**config.mk**
```make
export PLATFORM = sky130hd
export DESIGN_NAME = tube_display_mode_controller_core
export DESIGN_NICKNAME = d
export VERILOG_FILES = /design/src/rtl/tdmc_pkg.sv /design/src/rtl/tdmc_ctrl.sv /design/src/rtl/tdmc_datapath.sv /design/src/rtl/tube_display_mode_controller_core.sv
export SDC_FILE = /design/constraint.sdc
export NUM_CORES = 1
export LEC_CHECK = 0
export BUFFER_PORTS_ARGS = -buffer_cell sky130_fd_sc_hd__buf_2
export CORE_MARGIN = 8
export CORE_UTILIZATION = 30
export CTS_CLUSTER_SIZE = 12
export DETAILED_ROUTE_END_ITERATION = 8
export SYNTH_ARGS = -nofsm -noshare
export SYNTH_HDL_FRONTEND = slang
export SYNTH_SLANG_ARGS = --single-unit
```
**constraint.sdc**
```tcl
create_clock -name clk_i -period 31.5 [get_ports clk_i]
set_clock_uncertainty 0.05 [all_clocks]
set_input_delay 3.15 -clock clk_i [delete_from_list [all_inputs] [get_ports clk_i]]
set_output_delay 3.15 -clock clk_i [all_outputs]
set_load 0.01 [all_outputs]
```
**src/rtl/tdmc_pkg.sv**
```systemverilog
// ----------------------------------------------------------------------------
// tdmc_pkg
// Shared types, constants and helper functions for the tube display mode
// controller: transaction structs, mode codes, controller states and the
// command/status groups between controller and datapath.
// ----------------------------------------------------------------------------
package tdmc_pkg;

  // Geometry and widths
  localparam int unsigned NumTubes  = 8;
  localparam int unsigned TubeIdxW  = 3;
  localparam int unsigned CodeW     = 4;
  localparam int unsigned TicksW    = 16;
  localparam int unsigned IntervalW = 8;
  localparam int unsigned SeedW     = 32;
  localparam int unsigned CfgIdxW   = 2;
  localparam int unsigned DivCntW   = 4;

  // Tube codes
  localparam logic [CodeW-1:0] CODE_COMMA = 4'd10;
  localparam logic [CodeW-1:0] CODE_BLANK = 4'd11;

  // Reset values and masks
  localparam logic [SeedW-1:0]     SEED_RESET     = 32'hd896_1d92;
  localparam logic [IntervalW-1:0] INTERVAL_RESET = 8'd5;
  localparam logic [NumTubes-1:0]  FROZEN_START   = 8'h02;
  localparam logic [NumTubes-1:0]  FROZEN_ALL     = 8'hFF;

  // Display modes
  typedef enum logic [2:0] {
    MODE_OFF      = 3'd0,
    MODE_WAIT     = 3'd1,
    MODE_TIME     = 3'd2,
    MODE_RANDOM   = 3'd3,
    MODE_CONVERGE = 3'd4,
    MODE_ROLL     = 3'd5
  } mode_e;

  // Configuration register indexes
  typedef enum logic [CfgIdxW-1:0] {
    CFG_RANDOM_SEED       = 2'd0,
    CFG_CONVERGE_INTERVAL = 2'd1
  } cfg_reg_e;

  // Controller states
  typedef enum logic [2:0] {
    ST_IDLE,
    ST_TICK,
    ST_MOD,
    ST_FREEZE,
    ST_STEP,
    ST_CFIN,
    ST_DONE
  } ctrl_state_e;

  // Input transaction
  typedef struct packed {
    logic       change_mode;
    logic       power_toggle;
    logic       turn_off;
    logic       turn_on;
    logic       time_synced;
    logic [4:0] hour;
    logic [5:0] minute;
    logic [5:0] second;
  } in_item_t;

  // Result transaction
  typedef struct packed {
    logic [CodeW-1:0] tube_0;
    logic [CodeW-1:0] tube_1;
    logic [CodeW-1:0] tube_2;
    logic [CodeW-1:0] tube_3;
    logic [CodeW-1:0] tube_4;
    logic [CodeW-1:0] tube_5;
    logic [CodeW-1:0] tube_6;
    logic [CodeW-1:0] tube_7;
    logic [2:0]       mode;
  } out_item_t;

  // Controller to datapath
  typedef struct packed {
    logic accept;
    logic tick;
    logic div_step;
    logic freeze;
    logic tube_step;
    logic conv_finish;
    logic load_out;
  } dp_cmd_t;

  // Datapath to controller
  typedef struct packed {
    mode_e mode;
    logic  converged;
    logic  div_last;
    logic  tube_last;
  } dp_status_t;

  // One xorshift32 step (13, 17, 5)
  function automatic logic [SeedW-1:0] xorshift32(input logic [SeedW-1:0] x);
    logic [SeedW-1:0] y;
    y = x ^ (x << 13);
    y = y ^ (y >> 17);
    y = y ^ (y << 5);
    return y;
  endfunction

  // x mod 10: nibble sum gives x mod 5 (16 = 1 mod 5), parity picks r or r+5
  function automatic logic [CodeW-1:0] mod10_32(input logic [SeedW-1:0] x);
    logic [6:0]  sum;
    logic [14:0] prod;
    logic [4:0]  q5;
    logic [6:0]  diff;
    logic [2:0]  r5;
    sum = 7'd0;
    for (int i = 0; i < 8; i++) begin
      sum = sum + {3'b000, x[4*i +: 4]};
    end
    prod = {8'd0, sum} * 15'd205;
    q5   = prod[14:10];
    diff = sum - (({2'b00, q5} << 2) + {2'b00, q5});
    r5   = diff[2:0];
    if (r5[0] == x[0]) begin
      return {1'b0, r5};
    end else begin
      return {1'b0, r5} + 4'd5;
    end
  endfunction

  // Split a value below 64 into tens (upper nibble) and units (lower nibble)
  function automatic logic [7:0] split_decimal(input logic [5:0] v);
    logic [9:0] prod;
    logic [2:0] tens;
    logic [6:0] tens_x10;
    logic [6:0] units;
    prod     = {4'd0, v} * 10'd13;
    tens     = prod[9:7];
    tens_x10 = ({4'd0, tens} << 3) + ({4'd0, tens} << 1);
    units    = {1'b0, v} - tens_x10;
    return {1'b0, tens, units[3:0]};
  endfunction

endpackage

```
**src/rtl/tdmc_ctrl.sv**
```systemverilog
// ----------------------------------------------------------------------------
// tdmc_ctrl
// Sequencer for one display tick: event handling, tick dispatch, the serial
// remainder pass and the per-tube generator steps, then hand-off to the
// output register.
// ----------------------------------------------------------------------------
module tdmc_ctrl (
  input  logic                  clk_i,
  input  logic                  rst_ni,
  input  logic                  in_valid_i,
  output logic                  in_ready_o,
  input  logic                  out_ready_i,
  output logic                  out_valid_o,
  input  tdmc_pkg::dp_status_t  status_i,
  output tdmc_pkg::dp_cmd_t     cmd_o
);
  import tdmc_pkg::*;

  ctrl_state_e state_q, state_d;
  logic        out_valid_q, out_valid_d;
  logic        slot_free;

  assign slot_free = !out_valid_q || out_ready_i;

  // Next state
  always_comb begin
    state_d = state_q;
    unique case (state_q)
      ST_IDLE: begin
        if (in_valid_i) state_d = ST_TICK;
      end
      ST_TICK: begin
        if (status_i.mode == MODE_RANDOM) begin
          state_d = ST_STEP;
        end else if (status_i.mode == MODE_CONVERGE && !status_i.converged) begin
          state_d = ST_MOD;
        end else begin
          state_d = ST_DONE;
        end
      end
      ST_MOD: begin
        if (status_i.div_last) state_d = ST_FREEZE;
      end
      ST_FREEZE: state_d = ST_STEP;
      ST_STEP: begin
        if (status_i.tube_last) begin
          state_d = (status_i.mode == MODE_CONVERGE) ? ST_CFIN : ST_DONE;
        end
      end
      ST_CFIN: state_d = ST_DONE;
      ST_DONE: begin
        if (slot_free) state_d = ST_IDLE;
      end
      default: state_d = ST_IDLE;
    endcase
  end

  // Outputs
  always_comb begin
    cmd_o             = '0;
    cmd_o.accept      = (state_q == ST_IDLE) && in_valid_i;
    cmd_o.tick        = (state_q == ST_TICK);
    cmd_o.div_step    = (state_q == ST_MOD);
    cmd_o.freeze      = (state_q == ST_FREEZE);
    cmd_o.tube_step   = (state_q == ST_STEP);
    cmd_o.conv_finish = (state_q == ST_CFIN);
    cmd_o.load_out    = (state_q == ST_DONE) && slot_free;
    in_ready_o        = (state_q == ST_IDLE);
    out_valid_o       = out_valid_q;
  end

  // Result slot occupancy
  always_comb begin
    out_valid_d = out_valid_q;
    if (out_ready_i) out_valid_d = 1'b0;
    if (cmd_o.load_out) out_valid_d = 1'b1;
  end

  always_ff @(posedge clk_i or negedge rst_ni) begin
    if (!rst_ni) begin
      state_q     <= ST_IDLE;
      out_valid_q <= 1'b0;
    end else begin
      state_q     <= state_d;
      out_valid_q <= out_valid_d;
    end
  end

endmodule

```
**src/rtl/tdmc_datapath.sv**
```systemverilog
// ----------------------------------------------------------------------------
// tdmc_datapath
// Mode and effect state, the xorshift32 generator, the serial remainder unit
// for the freeze interval, the tube code registers and the result register.
// ----------------------------------------------------------------------------
module tdmc_datapath (
  input  logic                              clk_i,
  input  logic                              rst_ni,
  input  tdmc_pkg::in_item_t                in_data_i,
  input  logic                              cfg_we_i,
  input  logic [tdmc_pkg::CfgIdxW-1:0]      cfg_index_i,
  input  logic [tdmc_pkg::SeedW-1:0]        cfg_data_i,
  input  tdmc_pkg::dp_cmd_t                 cmd_i,
  output tdmc_pkg::dp_status_t              status_o,
  output tdmc_pkg::out_item_t               out_data_o
);
  import tdmc_pkg::*;

  mode_e                mode_q, mode_d;
  logic [2:0]           dot_q, dot_d;
  logic [7:0]           roll_cnt_q, roll_cnt_d;
  logic [CodeW-1:0]     roll_dig_q, roll_dig_d;
  logic [SeedW-1:0]     rng_q, rng_d;
  logic [IntervalW-1:0] iv_q, iv_d;
  logic [TicksW-1:0]    ticks_q, ticks_d;
  logic [NumTubes-1:0]  mask_q, mask_d;
  logic [TubeIdxW-1:0]  next_q, next_d;
  logic                 conv_q, conv_d;
  logic [CodeW-1:0]     tube_q [NumTubes];
  logic [CodeW-1:0]     tube_d [NumTubes];
  logic [IntervalW-1:0] rem_q, rem_d;
  logic [DivCntW-1:0]   div_cnt_q, div_cnt_d;
  logic [TubeIdxW-1:0]  idx_q, idx_d;
  logic [4:0]           hour_q;
  logic [5:0]           min_q, sec_q;
  out_item_t            out_q, out_d;

  logic [IntervalW-1:0] iv_eff;
  logic [IntervalW:0]   rem_shift;
  logic [SeedW-1:0]     rng_next;
  logic [7:0]           hh_split, mm_split, ss_split;
  mode_e                ev_mode;
  logic                 ev_start;

  assign iv_eff    = (iv_q == '0) ? IntervalW'(1) : iv_q;
  assign rem_shift = {rem_q, ticks_q[div_cnt_q]};
  assign rng_next  = xorshift32(rng_q);
  assign hh_split  = split_decimal({1'b0, hour_q});
  assign mm_split  = split_decimal(min_q);
  assign ss_split  = split_decimal(sec_q);

  // Event flags in order: mode change, power, off, on, synced
  always_comb begin
    ev_mode  = mode_q;
    ev_start = 1'b0;
    if (in_data_i.change_mode) begin
      if (mode_q == MODE_CONVERGE && conv_q) begin
        ev_start = 1'b1;
      end else if (mode_q != MODE_OFF) begin
        ev_mode  = (mode_q == MODE_ROLL) ? MODE_TIME : mode_e'(mode_q + 3'd1);
        ev_start = (ev_mode == MODE_CONVERGE);
      end
    end
    if (in_data_i.power_toggle) begin
      ev_mode = (ev_mode != MODE_OFF) ? MODE_OFF : MODE_TIME;
    end
    if (in_data_i.turn_off) ev_mode = MODE_OFF;
    if (in_data_i.turn_on && ev_mode == MODE_OFF) ev_mode = MODE_TIME;
    if (in_data_i.time_synced && ev_mode == MODE_WAIT) ev_mode = MODE_TIME;
  end

  // Next-state logic for all effect state
  always_comb begin
    mode_d     = mode_q;
    dot_d      = dot_q;
    roll_cnt_d = roll_cnt_q;
    roll_dig_d = roll_dig_q;
    rng_d      = rng_q;
    iv_d       = iv_q;
    ticks_d    = ticks_q;
    mask_d     = mask_q;
    next_d     = next_q;
    conv_d     = conv_q;
    tube_d     = tube_q;
    rem_d      = rem_q;
    div_cnt_d  = div_cnt_q;
    idx_d      = idx_q;
    out_d      = out_q;

    // Event handling on acceptance
    if (cmd_i.accept) begin
      mode_d = ev_mode;
      if (ev_start) begin
        conv_d    = 1'b0;
        ticks_d   = '0;
        next_d    = '0;
        mask_d    = FROZEN_START;
        tube_d[1] = CODE_COMMA;
      end
    end

    // Display tick dispatch
    if (cmd_i.tick) begin
      rem_d     = '0;
      div_cnt_d = DivCntW'(TicksW - 1);
      idx_d     = '0;
      unique case (mode_q)
        MODE_OFF: begin
          for (int t = 0; t < NumTubes; t++) tube_d[t] = CODE_BLANK;
        end
        MODE_WAIT: begin
          for (int t = 0; t < NumTubes; t++) begin
            tube_d[t] = (TubeIdxW'(t) == dot_q) ? CODE_COMMA : CODE_BLANK;
          end
          dot_d = dot_q + 3'd1;
        end
        MODE_TIME: begin
          tube_d[0] = hh_split[7:4];
          tube_d[1] = hh_split[3:0];
          tube_d[2] = CODE_COMMA;
          tube_d[3] = mm_split[7:4];
          tube_d[4] = mm_split[3:0];
          tube_d[5] = CODE_COMMA;
          tube_d[6] = ss_split[7:4];
          tube_d[7] = ss_split[3:0];
        end
        MODE_ROLL: begin
          for (int t = 0; t < NumTubes; t++) tube_d[t] = roll_dig_q;
          roll_cnt_d = roll_cnt_q + 8'd1;
          // digit tracks roll_count mod 10, including the 255 -> 0 wrap
          if (roll_cnt_q == 8'hFF || roll_dig_q == 4'd9) begin
            roll_dig_d = 4'd0;
          end else begin
            roll_dig_d = roll_dig_q + 4'd1;
          end
        end
        default: ;
      endcase
    end

    // Restoring remainder: converge_ticks mod interval, MSB first
    if (cmd_i.div_step) begin
      if (rem_shift >= {1'b0, iv_eff}) begin
        rem_d = IntervalW'(rem_shift - {1'b0, iv_eff});
      end else begin
        rem_d = rem_shift[IntervalW-1:0];
      end
      div_cnt_d = div_cnt_q - DivCntW'(1);
    end

    // Freeze the next tube on a nonzero multiple of the interval
    if (cmd_i.freeze) begin
      if (ticks_q != '0 && rem_q == '0) begin
        mask_d = mask_q | (NumTubes'(1) << next_q);
        next_d = next_q + TubeIdxW'(1);
      end
    end

    // One generator step per tube in random mode, per unfrozen tube when converging
    if (cmd_i.tube_step) begin
      if (mode_q == MODE_RANDOM || !mask_q[idx_q]) begin
        tube_d[idx_q] = mod10_32(rng_next);
        rng_d         = rng_next;
      end
      idx_d = idx_q + TubeIdxW'(1);
    end

    // End of a converging tick
    if (cmd_i.conv_finish) begin
      if (mask_q == FROZEN_ALL) begin
        conv_d = 1'b1;
        next_d = '0;
      end
      ticks_d = ticks_q + TicksW'(1);
    end

    // Result register
    if (cmd_i.load_out) begin
      out_d.tube_0 = tube_q[0];
      out_d.tube_1 = tube_q[1];
      out_d.tube_2 = tube_q[2];
      out_d.tube_3 = tube_q[3];
      out_d.tube_4 = tube_q[4];
      out_d.tube_5 = tube_q[5];
      out_d.tube_6 = tube_q[6];
      out_d.tube_7 = tube_q[7];
      out_d.mode   = mode_q;
    end

    // Configuration writes; a seed write reloads the generator
    if (cfg_we_i) begin
      unique case (cfg_index_i)
        CFG_RANDOM_SEED:       rng_d = cfg_data_i;
        CFG_CONVERGE_INTERVAL: iv_d  = cfg_data_i[IntervalW-1:0];
        default: ;
      endcase
    end
  end

  // State registers
  always_ff @(posedge clk_i or negedge rst_ni) begin
    if (!rst_ni) begin
      mode_q     <= MODE_WAIT;
      dot_q      <= '0;
      roll_cnt_q <= '0;
      roll_dig_q <= '0;
      rng_q      <= SEED_RESET;
      iv_q       <= INTERVAL_RESET;
      ticks_q    <= '0;
      mask_q     <= '0;
      next_q     <= '0;
      conv_q     <= 1'b0;
      for (int t = 0; t < NumTubes; t++) tube_q[t] <= CODE_BLANK;
      rem_q      <= '0;
      div_cnt_q  <= '0;
      idx_q      <= '0;
    end else begin
      mode_q     <= mode_d;
      dot_q      <= dot_d;
      roll_cnt_q <= roll_cnt_d;
      roll_dig_q <= roll_dig_d;
      rng_q      <= rng_d;
      iv_q       <= iv_d;
      ticks_q    <= ticks_d;
      mask_q     <= mask_d;
      next_q     <= next_d;
      conv_q     <= conv_d;
      tube_q     <= tube_d;
      rem_q      <= rem_d;
      div_cnt_q  <= div_cnt_d;
      idx_q      <= idx_d;
    end
  end

  // Payload registers
  always_ff @(posedge clk_i) begin
    if (cmd_i.accept) begin
      hour_q <= in_data_i.hour;
      min_q  <= in_data_i.minute;
      sec_q  <= in_data_i.second;
    end
    out_q <= out_d;
  end

  assign status_o.mode      = mode_q;
  assign status_o.converged = conv_q;
  assign status_o.div_last  = (div_cnt_q == '0);
  assign status_o.tube_last = (idx_q == TubeIdxW'(NumTubes - 1));
  assign out_data_o         = out_q;

endmodule

```
**src/rtl/tube_display_mode_controller_core.sv**
```systemverilog
// ----------------------------------------------------------------------------
// tube_display_mode_controller_core
// Eight-tube display mode controller: one display tick per input transaction,
// one set of tube codes plus the mode per result transaction.
// ----------------------------------------------------------------------------
// In off, waiting, time and roll modes and in a converged effect, an input
// transaction goes from tick dispatch straight to the output hand-off; random
// mode adds one xorshift32 step per tube through the single generator, and a
// running converging effect a bit-serial remainder of the 16-bit tick count by
// the interval, a freeze step, eight tube steps and a closing step. A new
// transaction is taken while the previous result still waits in the output
// register. Configuration writes are always accepted and must only be issued
// while the block is idle; a seed write also reloads the generator.
module tube_display_mode_controller_core (
  input  logic                          clk_i,
  input  logic                          rst_ni,
  input  logic                          in_valid_i,
  output logic                          in_ready_o,
  input  tdmc_pkg::in_item_t            in_data_i,
  output logic                          out_valid_o,
  input  logic                          out_ready_i,
  output tdmc_pkg::out_item_t           out_data_o,
  input  logic                          cfg_valid_i,
  output logic                          cfg_ready_o,
  input  logic [tdmc_pkg::CfgIdxW-1:0]  cfg_index_i,
  input  logic [tdmc_pkg::SeedW-1:0]    cfg_data_i
);
  import tdmc_pkg::*;

  dp_cmd_t    dp_cmd;
  dp_status_t dp_status;

  assign cfg_ready_o = 1'b1;

  // Sequencer
  tdmc_ctrl u_ctrl (
    .clk_i       (clk_i),
    .rst_ni      (rst_ni),
    .in_valid_i  (in_valid_i),
    .in_ready_o  (in_ready_o),
    .out_ready_i (out_ready_i),
    .out_valid_o (out_valid_o),
    .status_i    (dp_status),
    .cmd_o       (dp_cmd)
  );

  // Datapath
  tdmc_datapath u_datapath (
    .clk_i       (clk_i),
    .rst_ni      (rst_ni),
    .in_data_i   (in_data_i),
    .cfg_we_i    (cfg_valid_i && cfg_ready_o),
    .cfg_index_i (cfg_index_i),
    .cfg_data_i  (cfg_data_i),
    .cmd_i       (dp_cmd),
    .status_o    (dp_status),
    .out_data_o  (out_data_o)
  );

`ifndef ASSERT_OFF
  // One transaction in flight: acceptance drops ready
  a_single_item: assert property (@(posedge clk_i) disable iff (!rst_ni)
    (in_valid_i && in_ready_o) |=> !in_ready_o)
    else $error("input accepted while a transaction is in flight");

  // Loading the result register raises output valid
  a_load_valid: assert property (@(posedge clk_i) disable iff (!rst_ni)
    dp_cmd.load_out |=> out_valid_o)
    else $error("result loaded but not presented");

  // Reported mode is a legal mode
  a_mode_legal: assert property (@(posedge clk_i) disable iff (!rst_ni)
    out_valid_o |-> (out_data_o.mode <= 3'(MODE_ROLL)))
    else $error("illegal mode in result");

  // Tube codes stay within digit, comma and blank
  a_codes_legal: assert property (@(posedge clk_i) disable iff (!rst_ni)
    out_valid_o |-> (out_data_o.tube_0 <= CODE_BLANK && out_data_o.tube_1 <= CODE_BLANK &&
                     out_data_o.tube_2 <= CODE_BLANK && out_data_o.tube_3 <= CODE_BLANK &&
                     out_data_o.tube_4 <= CODE_BLANK && out_data_o.tube_5 <= CODE_BLANK &&
                     out_data_o.tube_6 <= CODE_BLANK && out_data_o.tube_7 <= CODE_BLANK))
    else $error("illegal tube code in result");
`endif

endmodule

```
Yosys cells after proc, flatten, opt, wreduce, memory -nomap -nowiden
Cells that the tools add are included.
{ "classes": {"add_sub_neg": 25, "multipliers": 4, "n_div": 0, "magnitude_cmp": 5, "eq_ne": 30, "shift": 1, "mux": 76, "bitwise_logic": 5, "n_reduce_logical": 35} }
{ "op_table": {"columns": ["cell", "n"], "rows": [
  ["$mux W32", 7],
  ["$pmux W32 S4", 1],
  ["$mux W3", 22],
  ["$mux W8", 8],
  ["$xor A32 B32 Y32", 2],
  ["$mux W16", 3],
  ["$add A7 B4 Y7", 6],
  ["$mux W4", 9],
  ["$bwmux W32", 1],
  ["$xor A32 B15 Y32", 1],
  ["$eq A3 B3 Y1 const B", 7],
  ["$pmux W3 S7", 1],
  ["$mul A6 B4 Y10 const B", 2],
  ["$mux W1", 19],
  ["$add A16 B1 Y16 const B", 1],
  ["$eq A8 B8 Y1 const B", 2],
  ["$logic_not A8 Y1", 2],
  ["$reduce_bool A16 Y1", 1],
  ["$mul A7 B8 Y13 const B", 1],
  ["$add A3 B1 Y3 const B", 4],
  ["$demux W4 S3", 1],
  ["$eq A3 B2 Y1 const B", 4],
  ["$eq A3 B3 Y1 const A", 4],
  ["$logic_not A3 Y1", 4],
  ["40 further kinds", 68]
]} }
{ "totals": {"regBits": 189, "latch_bits": 0, "ramBits": 0, "mem_bits_ro": 0, "input_bits": 61, "output_inout_bits": 38, "wordCells": 216, "memories": 0} }

Logic depth before layout (Yosys ltp)
Gate-level depths: netlist of the first run.
{ "depth": {"depth_word": 20, "depth_mapped": 44, "mapped_depth_nobuf": 44} }

Hierarchy
From an unflattened synthesis of the first run, not the netlist that was laid out.
{ "hier_totals": {"cells_unflattened": 1232, "area_unflattened_um2": 12736.0} }
{ "by_module_without_submodules": {"columns": ["module", "n_inst", "cells_each", "area_each_um2", "seq_area_each_um2"], "rows": [
  ["tdmc_datapath", 1, 1191, 12388.1, 4942.2],
  ["tdmc_ctrl", 1, 39, 336.6, 100.1],
  ["tube_display_mode_controller_core", 1, 2, 11.3, 0.0]
]} }

Least setup slack after synthesis of the first run
OpenSTA, ideal clock, no wires.
{ "synth_timing": {"kind": "flip-flop to flip-flop", "from": "register u_datapath.rng_q[18]", "to": "register u_datapath.tube_q[27] (netlist name)", "setup_ps": 77, "t_arrival_ps": 9818, "required_time_ps": 31373, "slack_ps": 21555, "stages_incl_launch_ff": 43, "n_path_buf": 1, "synth_period_minus_slack_ps": 9945, "path_cell_list": "dfstp_2 -> xor2_1 -> xnor2_1 -> xor2_1 -> ha_1 -> a221oi_1 -> xnor2_1 -> fa_1 -> inv_1 -> fa_1 -> inv_1 -> fa_1 -> inv_1 -> fa_1 -> inv_1 -> ha_1 -> a21oi_1 -> nor2_1 -> [... 7 more ...] -> ha_1 -> inv_1 -> fa_1 -> inv_1 -> ha_1 -> a21o_1 -> a211o_1 -> a31oi_1 -> nor2_1 -> ha_1 -> fa_1 -> xor2_1 -> xnor2_1 -> xnor2_1 -> and4_1 -> clkbuf_1 -> o21ai_0 -> a31oi_1"} }
{ "synth_lines": {"columns": ["element", "line_no", "source"], "rows": [
  ["from (decl)", "tdmc_datapath.sv:23", "logic [SeedW-1:0] rng_q, rng_d;"],
  ["from (signal assigned)", "tdmc_datapath.sv:222", "rng_q <= rng_d;"],
  ["to (signal assigned)", "tdmc_datapath.sv:228", "tube_q <= tube_d;"],
  ["to (decl)", "tdmc_datapath.sv:29", "logic [CodeW-1:0] tube_q [NumTubes];"]
]} }

==> flow_summary.toml, run 1 <==
[status]
status = "completed"

[critical_path]
cp_slowest_cell = "dfstp_2"
worst-path-buf-inv = 10
cp.required_ns = 31.77
arrival_ns = 11.34
worst-path-max-fanout = 11
critPathMostFrequentCell = "inv_1"
crit_family = "adder cells"
startpoint_type = "flip-flop"
critPathCaptureType = "flip-flop"
slowest_delay_ns = 0.60
path_class = "reg -> reg"

[global_route]
grt_max_degree = 78
grt_pass1_wl_um = 52500
overflow = 0
grt_pass1_vias = 9907
antenna_found_initial = 3
gr-usage-all-layers = 0.129

[synthesis]
synth_top_family_by_area = "adder cells"
synthArstFlopShare = 0.725
yosysTopAreaCell = "dfrtp_1"
dominantRegCellSynth = "dfrtp_1"
syn_inst = 1283
ys_warn_count = 0
yosysSeqAreaShare = 0.389
synth_area_leaders = "dfrtp_1 18%, ha_1 12%, edfxtp_1 12%"
synth.distinct_cells = 75
syn_nets = 1506
synth-compound-area-share = 0.135
synth_seq_cells = 189
synth.avg_cell_area_sq_um = 10.1
synth-xor-area-share = 0.0838
synth_top_area_share = 0.183
yosys.area_share.simple = 0.120
netlist_area_sq_um = 13000
synth_fa_ha_area_frac = 0.175
synth_edf_count = 52
synth_mux_area_frac = 0.0481

[timing]
worst_slew_margin_rel = 0.140
finalHoldViolations = 0
tightest_slew_ns = 1.28
finalSetupTns_ns = 0
drv_slew = 0
fin_crit_sh = 0.352
rsz0062_at_grt = "no"
setup_viol = 0
period_needed_ns = 11.07
timing.fmax_mhz = 90.3

[final_layout]
area_growth_pct = 13.4
drive_gt1_frac = 0.153
fin_nets = 1587
fillers = 4328

[drt]
post_drt_wl_per_cell_um = 16.3
dr.pass1.iters = 5
drt_iter0_markers = 579
antenna_left = 0
vias = 9627
vias_per_cell = 4.90
wl_um = 31900
drc_errors = 0

[clocking]
clock_path_buffers = 2
path_clk_slew_ns = 0.07
cts_resized = 0
cts_sinks = 189
cts_tree = "yes"
h-tree-depth = 4
cts_root_buf = "clkbuf_16"
cts_buffers = 17
cts_setup_buffers = 0
clk_latency_ns = 0.44
cts-hold-fix-buffers = 0

[floorplanning]
initial_core_util = 0.303
die_y_um = 224
die_area_sq_um = 50200
die_w_um = 224
io_pins = 99
placementRows = 76
core-area_sq_um = 42900

[placed_design]
gp_congestion = 0.834
post-dp-hpwl_um = 24300
io_buffers = 97

[worst_hold_path]
min_path_type = "reg -> reg"

[job]
maxCapViolCount = 0
## worst paths after layout
path / end / slack (ns) / cells after the start / start
max: u_datapath.tube_q[11]$_DFF_PN1_ / 20.43 / 43 / u_datapath.rng_q[4]$_DFF_PN1_
min: u_datapath.out_data_o[17]$_DFFE_PP_ / 0.41 / 0 / u_datapath.tube_q[14]$_DFF_PN0_
max reg2reg: u_datapath.tube_q[11]$_DFF_PN1_ / 20.43 / 43 / u_datapath.rng_q[4]$_DFF_PN1_
min reg2reg: u_datapath.out_data_o[17]$_DFFE_PP_ / 0.41 / 0 / u_datapath.tube_q[14]$_DFF_PN0_
max in group asynchronous: u_datapath.next_q[2]$_DFF_PN0_ / 27.33 / 2 / rst_ni
min in group asynchronous: u_datapath.rng_q[9]$_DFF_PN0_ / 2.65 / 1 / rst_ni
## metal layers
metal	vias up	share of wire	global-route usage
met3	28	0.044	0.0273
met2	194	0.49	0.221
met5	-	0.00072	0
met4	4	0.017	0.0346
li1	4696	-	-
met1	4705	0.45	0.163
## cell families (layout without fill, tap and decap cells)
| group | count (synthesis) | after routing |
|---|---|---|
| and+or+nand+nor | 318 | 318 |
| AOI/OAI and AO/OA | 277 | 277 |
| DFF | 189 | 189 |
| buffers and inverters | 165 | 259 |
| adders and majority gates | 162 | 162 |
| xor gates and xnor gates | 119 | 119 |
| muxes | 52 | 52 |
| other | 1 | 2 |
## synthesized netlist by cell type (12+ instances only)
library cell,count
ha_1,129
inv_1,124
nand2_1,103
dfrtp_1,95
o21ai_0,90
xnor2_1,76
nor2_1,67
a21oi_1,64
edfxtp_1,52
dfstp_2,42
xor2_1,37
fa_1,33
mux2i_1,32
clkbuf_1,29
nand3_1,25
nor3_1,22
o211ai_1,21
nor2b_1,17
nand4_1,14
mux2_2,13
a211oi_1,12
a21o_1,12
## layout make-up
class	instances	area, sq um	area share
antenna	1	2.50	0.000170
sequential	189	5040	0.343
timing repair buffer	102	529	0.0360
multi-input combinational	929	7320	0.497
tap	585	732	0.0497
clock inverter	15	193	0.0131
clock buffer	17	425	0.0289
inverter	125	472	0.0321
## placed cells by master, fill, tap and decap left out, types with 7 or more instances in the layout
| master | instances |
|---|---|
| mux2_2 | 13 |
| nor3_1 | 22 |
| dfstp_2 | 42 |
| fa_1 | 33 |
| nand4_1 | 14 |
| a31oi_1 | 10 |
| nand3_1 | 25 |
| nand2b_1 | 11 |
| o211ai_1 | 21 |
| o22ai_1 | 7 |
| o21ai_0 | 90 |
| and2_1 | 8 |
| edfxtp_1 | 52 |
| buf_2 | 96 |
| and3_1 | 9 |
| xnor2_1 | 76 |
| nor2_1 | 66 |
| nor2b_1 | 17 |
| ha_1 | 129 |
| a21oi_1 | 64 |
| a211oi_1 | 12 |
| dfrtp_1 | 95 |
| mux4_2 | 7 |
| a21o_1 | 12 |
| xor2_1 | 37 |
| nand2_1 | 103 |
| nor4_1 | 10 |
| o221ai_1 | 9 |
| inv_1 | 124 |
| clkbuf_16 | 17 |
| mux2i_1 | 32 |
## metrics by stage
stage / setup slack, ns / utilization / cell area (sq um) / cells / hold slack, ns
6_report: 20.43 / 0.343 / 14700 / 1963 / 0.414
4_1_cts: 20.41 / 0.343 / 14700 / 1962 / 0.418
3_3_place_gp: 20.87 / 0.329 / 14100 / 1930 / 0.384
3_5_place_dp: 20.46 / 0.329 / 14100 / 1930 / 0.399
2_1_floorplan: 21.56 / - / 13000 / 1283 / 0.370
5_1_grt: 19.63 / 0.343 / 14700 / 1962 / 0.431
## worst reg2reg max path, delay by kind of cell, from the launching register on
| family | cells | cell delay (ns) |
|---|---|---|
| AOI/OAI and AO/OA | 7 | 1.61 |
| xor gates and xnor gates | 8 | 2.11 |
| adders and majority gates | 12 | 4.87 |
| buffers and inverters | 10 | 0.66 |
| DFF | 1 | 0.60 |
| and+or+nand+nor | 6 | 1.06 |
## sequential cells by signal (all words and copies together) (netlist names), 3 cells and up
signal,flops
u_datapath.out_data_o,35
u_datapath.rng_q,32
u_datapath.tube_q,32
u_datapath.ticks_q,16
u_datapath.iv_q,8
u_datapath.mask_q,8
u_datapath.rem_q,8
u_datapath.roll_cnt_q,8
u_datapath.min_q,6
u_datapath.sec_q,6
u_datapath.hour_q,5
u_datapath.div_cnt_q,4
u_datapath.roll_dig_q,4
u_ctrl.state_q,3
u_datapath.dot_q,3
u_datapath.idx_q,3
u_datapath.mode_q,3
u_datapath.next_q,3
Power of run 1 is not shown: default switching activity piles up to over one toggle a cycle in this logic, so the estimate is an artifact.
==> run 2: changes to the inputs <==
==> constraint.sdc (replaced) <==
create_clock -name clk_i -period 10.76 [get_ports clk_i]
set_clock_uncertainty 0.05 [all_clocks]
set_input_delay 1.076 -clock clk_i [delete_from_list [all_inputs] [get_ports clk_i]]
set_output_delay 1.076 -clock clk_i [all_outputs]
set_load 0.01 [all_outputs]
==> flow_summary.toml, run 2 (same netlist as run 1, synthesis figures left out) <==
[clocking]
cts_tree = "yes"
cts_buffers = 17
path_clk_slew_ns = 0.08
clock_path_buffers = 2
h-tree-depth = 4
cts_sinks = 189
cts-hold-fix-buffers = 0
clk_latency_ns = 0.46
cts_root_buf = "clkbuf_16"

[drt]
vias_per_cell = 4.89
wl_um = 32200
post_drt_wl_per_cell_um = 16.3
vias = 9648
dr.pass1.iters = 5
drt_iter0_markers = 644
antenna_left = 0
drc_errors = 0

[floorplanning]
die_y_um = 224
core-area_sq_um = 42900
placementRows = 76
die_w_um = 224
io_pins = 99
die_area_sq_um = 50200
initial_core_util = 0.303

[timing]
whs_ns = 0.414
setup_viol = 0
worst_slew_margin_rel = 0.242
drv_slew = 0
period_needed_ns = 10.23
timing.fmax_mhz = 97.8
tightest_slew_ns = 1.13
fin_crit_sh = 0.951
finalHoldViolations = 0
finalSetupTns_ns = 0

[placed_design]
gp_congestion = 0.842
io_buffers = 97
post-dp-hpwl_um = 24300
dpl.cell_count = 1936
postPlaceCellArea_sq_um = 14100

[job]
maxCapViolCount = 0

[worst_hold_path]
min_path_type = "reg -> reg"

[critical_path]
critPathMostFrequentCell = "inv_1"
startpoint_type = "flip-flop"
cp_slowest_cell = "dfstp_2"
cp.required_ns = 11.06
arrival_ns = 10.53
critPathCaptureType = "flip-flop"
worst-path-max-fanout = 6
path_class = "reg -> reg"
slowest_delay_ns = 0.60

[global_route]
antenna_found_initial = 2
gr-usage-all-layers = 0.129
grt_pass1_vias = 9728
grt_pass1_wl_um = 52200
grt_max_degree = 73
overflow = 0

[final_layout]
drive_gt1_frac = 0.171
fin_area_sq_um = 14900
stdcell_count = 1972
largest_register_ffs = 35
mostFrequentLayoutCells = "129 x ha_1, 124 x inv_1, 103 x nand2_1, 96 x buf_2, 95 x dfrtp_1"
final_common_cell = "ha_1"
reg_top3 = "u_datapath.out_data_o: 35 flops, u_datapath.rng_q: 32 flops, u_datapath.tube_q: 32 flops"
registers.top_by_ff_count = "u_datapath.out_data_o"
area_growth_pct = 14.6
fin_nets = 1596

[status]
status = "completed"
[run 2: cell count changes in the layout (fill, tap and decap cells not counted), moves of 3 or more]
cell	previous run	this run
inv_8	0	6
xnor2_1	76	72
buf_4	5	14
bufinv_16	4	0
xor2_2	1	4
xor2_1	37	34
clkinv_1	3	0
[run 2: layer usage]
layer,share of wire,wire (um),global-route usage,vias up
met5,0.00040,13,0,-
met2,0.49,15900,0.216,178
met3,0.038,1210,0.0222,34
li1,-,-,-,4707
met1,0.45,14400,0.167,4727
met4,0.019,606,0.0418,2
[run 2: timing repair]
action | CTS | global route
setup buffers | 0 | 3
setup endpoints to repair | 0 | 16
endpoints found under the hold margin | 0 | 0
resized for setup | 0 | 20
[run 2: critical path: cells and delay by family (launching register included)]
kind	cells	cell delay, ns
xor+xnor	8	1.53
buf+inv	11	0.68
simple gates	5	0.49
flops	1	0.60
fa+ha+maj	12	4.96
compound gates	8	1.83
[run 2: per-stage QoR]
stage                     setup WS, ns   util
after floorplan                  0.815      -
after CTS                       0.0162  0.343
after global routing           -0.0454  0.347
final                            0.531  0.347
after detailed placement        0.0480  0.330
after global placement           0.395  0.330
[run 2: worst paths after layout]
path	from	endpoint	slack, ns	depth (start not counted)
min in group asynchronous	rst_ni	u_datapath.tube_q[2]$_DFF_PN0_	0.57	1
min reg2reg	u_datapath.tube_q[6]$_DFF_PN0_	u_datapath.out_data_o[9]$_DFFE_PP_	0.41	0
max reg2reg	u_datapath.rng_q[4]$_DFF_PN1_	u_datapath.tube_q[11]$_DFF_PN1_	0.53	44
max in group asynchronous	rst_ni	u_datapath.rem_q[0]$_DFFE_PN0P_	8.71	2
min	u_datapath.tube_q[6]$_DFF_PN0_	u_datapath.out_data_o[9]$_DFFE_PP_	0.41	0
max	u_datapath.rng_q[4]$_DFF_PN1_	u_datapath.tube_q[11]$_DFF_PN1_	0.53	44
[run 2: final cells by class]
type	instances	area, sq um
clock inverters	15	148
fillers	4281	28000
multi-input cells	929	7450
well taps	585	732
inverters	125	472
flip-flops and latches	189	5040
diodes	1	2.50
clock buffers	17	425
repair buffers	111	597
Power of run 2 is left out for the same reason.
==> run 3: changes to the inputs <==
--- a/config.mk
+++ b/config.mk
@@ -6,6 +6,7 @@
 export NUM_CORES = 1
 export LEC_CHECK = 0
 export BUFFER_PORTS_ARGS = -buffer_cell sky130_fd_sc_hd__buf_2
+export CORE_ASPECT_RATIO = 1.25
 export CORE_MARGIN = 8
 export CORE_UTILIZATION = 30
 export CTS_CLUSTER_SIZE = 12
==> flow_summary.toml, run 3 (same netlist as run 1, synthesis figures left out) <==
[status]
status = "completed"

[placed_design]
dpl.cell_count = 1917
io_buffers = 97
postPlaceCellArea_sq_um = 14100
gp_congestion = 0.864
post-dp-hpwl_um = 24700

[global_route]
grt_pass1_wl_um = 52000
grt_max_degree = 72
overflow = 0
grt_pass1_vias = 10000
gr-usage-all-layers = 0.127
antenna_found_initial = 1

[clocking]
clk_latency_ns = 0.46
cts-hold-fix-buffers = 0
h-tree-depth = 4
path_clk_slew_ns = 0.07
clock_path_buffers = 2
cts_root_buf = "clkbuf_16"
cts_buffers = 17
cts_sinks = 189
cts_tree = "yes"

[critical_path]
worst-path-max-fanout = 6
slowest_delay_ns = 0.61
startpoint_type = "flip-flop"
r2r_setup_slack_ns = 0.48
critPathMostFrequentCell = "inv_1"
cp.required_ns = 11.06
arrival_ns = 10.58
critPathCaptureType = "flip-flop"
cp_slowest_cell = "dfstp_2"
path_class = "reg -> reg"

[timing]
period_needed_ns = 10.28
worst_slew_margin_rel = 0.233
setup_viol = 0
timing.fmax_mhz = 97.2
tightest_slew_ns = 1.15
fin_crit_sh = 0.956
drv_slew = 0
finalHoldViolations = 0

[final_layout]
largest_register_ffs = 35
final_common_cell = "ha_1"
mostFrequentLayoutCells = "129 x ha_1, 124 x inv_1, 103 x nand2_1, 96 x buf_2, 95 x dfrtp_1"
fillers = 4280
drive_gt1_frac = 0.180
fin_nets = 1607
registers.top_by_ff_count = "u_datapath.out_data_o"
fin_area_sq_um = 15100
area_growth_pct = 16.2
stdcell_count = 1963
final_core_util = 0.352
reg_top3 = "u_datapath.out_data_o: 35 flops, u_datapath.rng_q: 32 flops, u_datapath.tube_q: 32 flops"

[drt]
dr.pass1.iters = 5
vias_per_cell = 4.93
wl_met1_um = 13800
vias = 9670
wl_met2_um = 16300
drc_errors = 0
drt_iter0_markers = 400
top_layer = "met4"
post_drt_wl_per_cell_um = 16.4
dr_wl_met3_um = 1120
antenna_left = 0
wl_um = 32200

[floorplanning]
die_y_um = 249
io_pins = 99
die_w_um = 202
core-area_sq_um = 42900
initial_core_util = 0.303
placementRows = 85
die_area_sq_um = 50200

[worst_hold_path]
min_path_type = "reg -> reg"

[job]
maxCapViolCount = 0
==> run 3: cell types whose count changed in the layout (fill, tap and decap cells not counted), sizes merged <==
cell,previous run,this run
buf,111,122
bufinv,0,3
clkbuf,17,21
clkinv,3,4
clkinvlp,2,0
inv,135,129
==> run 3: stage by stage <==
step	TNS (ns)	worst slack, ns	hold WS [ns]
2_1_floorplan	0	0.815	0.370
3_3_place_gp	0	0.387	0.384
4_1_cts	0	0.0674	0.406
3_5_place_dp	-0.0442	-0.0442	0.388
5_1_grt	-0.142	-0.0589	0.416
6_report	0	0.476	0.406
==> run 3: routing by layer <==
layer,GRT usage,up-vias
met1,0.147,4705
li1,-,4721
met4,0.0579,0
met5,0,-
met3,0.0274,52
met2,0.221,192
==> run 3: final cells by class <==
cell class	instances	area, sq um	share of cell area
antenna	1	2.50	0.000166
clock inverter	11	168	0.0111
timing repair buffer	122	692	0.0459
multi-input combinational	929	7500	0.497
sequential	189	5040	0.334
inverter	125	472	0.0313
clock buffer	21	493	0.0327
tap	565	707	0.0469
==> run 3: critical path: cells and delay by family (launching register included) <==
kind                       cells  cell delay [ns]
AOI/OAI and AO/OA              9             2.00
xor gates and xnor gates       8             1.43
adders and majority gates     12             4.78
buffers and inverters         11             0.79
DFF                            1             0.61
and+or+nand+nor                5             0.50
==> run 3: path summary, 6_finish.rpt <==
check | to | startpoint | cells after the start
setup / recovery | u_datapath.tube_q[7]$_DFF_PN1_ | u_datapath.rng_q[4]$_DFF_PN1_ | 45
hold / removal | u_datapath.out_data_o[25]$_DFFE_PP_ | u_datapath.tube_q[22]$_DFF_PN0_ | 0
setup reg to reg | u_datapath.tube_q[7]$_DFF_PN1_ | u_datapath.rng_q[4]$_DFF_PN1_ | 45
hold reg to reg | u_datapath.out_data_o[25]$_DFFE_PP_ | u_datapath.tube_q[22]$_DFF_PN0_ | 0
max in group asynchronous | u_datapath.rng_q[26]$_DFF_PN0_ | rst_ni | 2
min in group asynchronous | u_datapath.mode_q[1]$_DFFE_PN0P_ | rst_ni | 1
==> run 3: repair_timing <==
action                     CTS  global route
cloned                       0             0
setup endpoints to repair    3            16
setup buffers                0            13
gates resized for setup      1            27
pin swaps                    0             9
Power of run 3 is left out for the same reason.
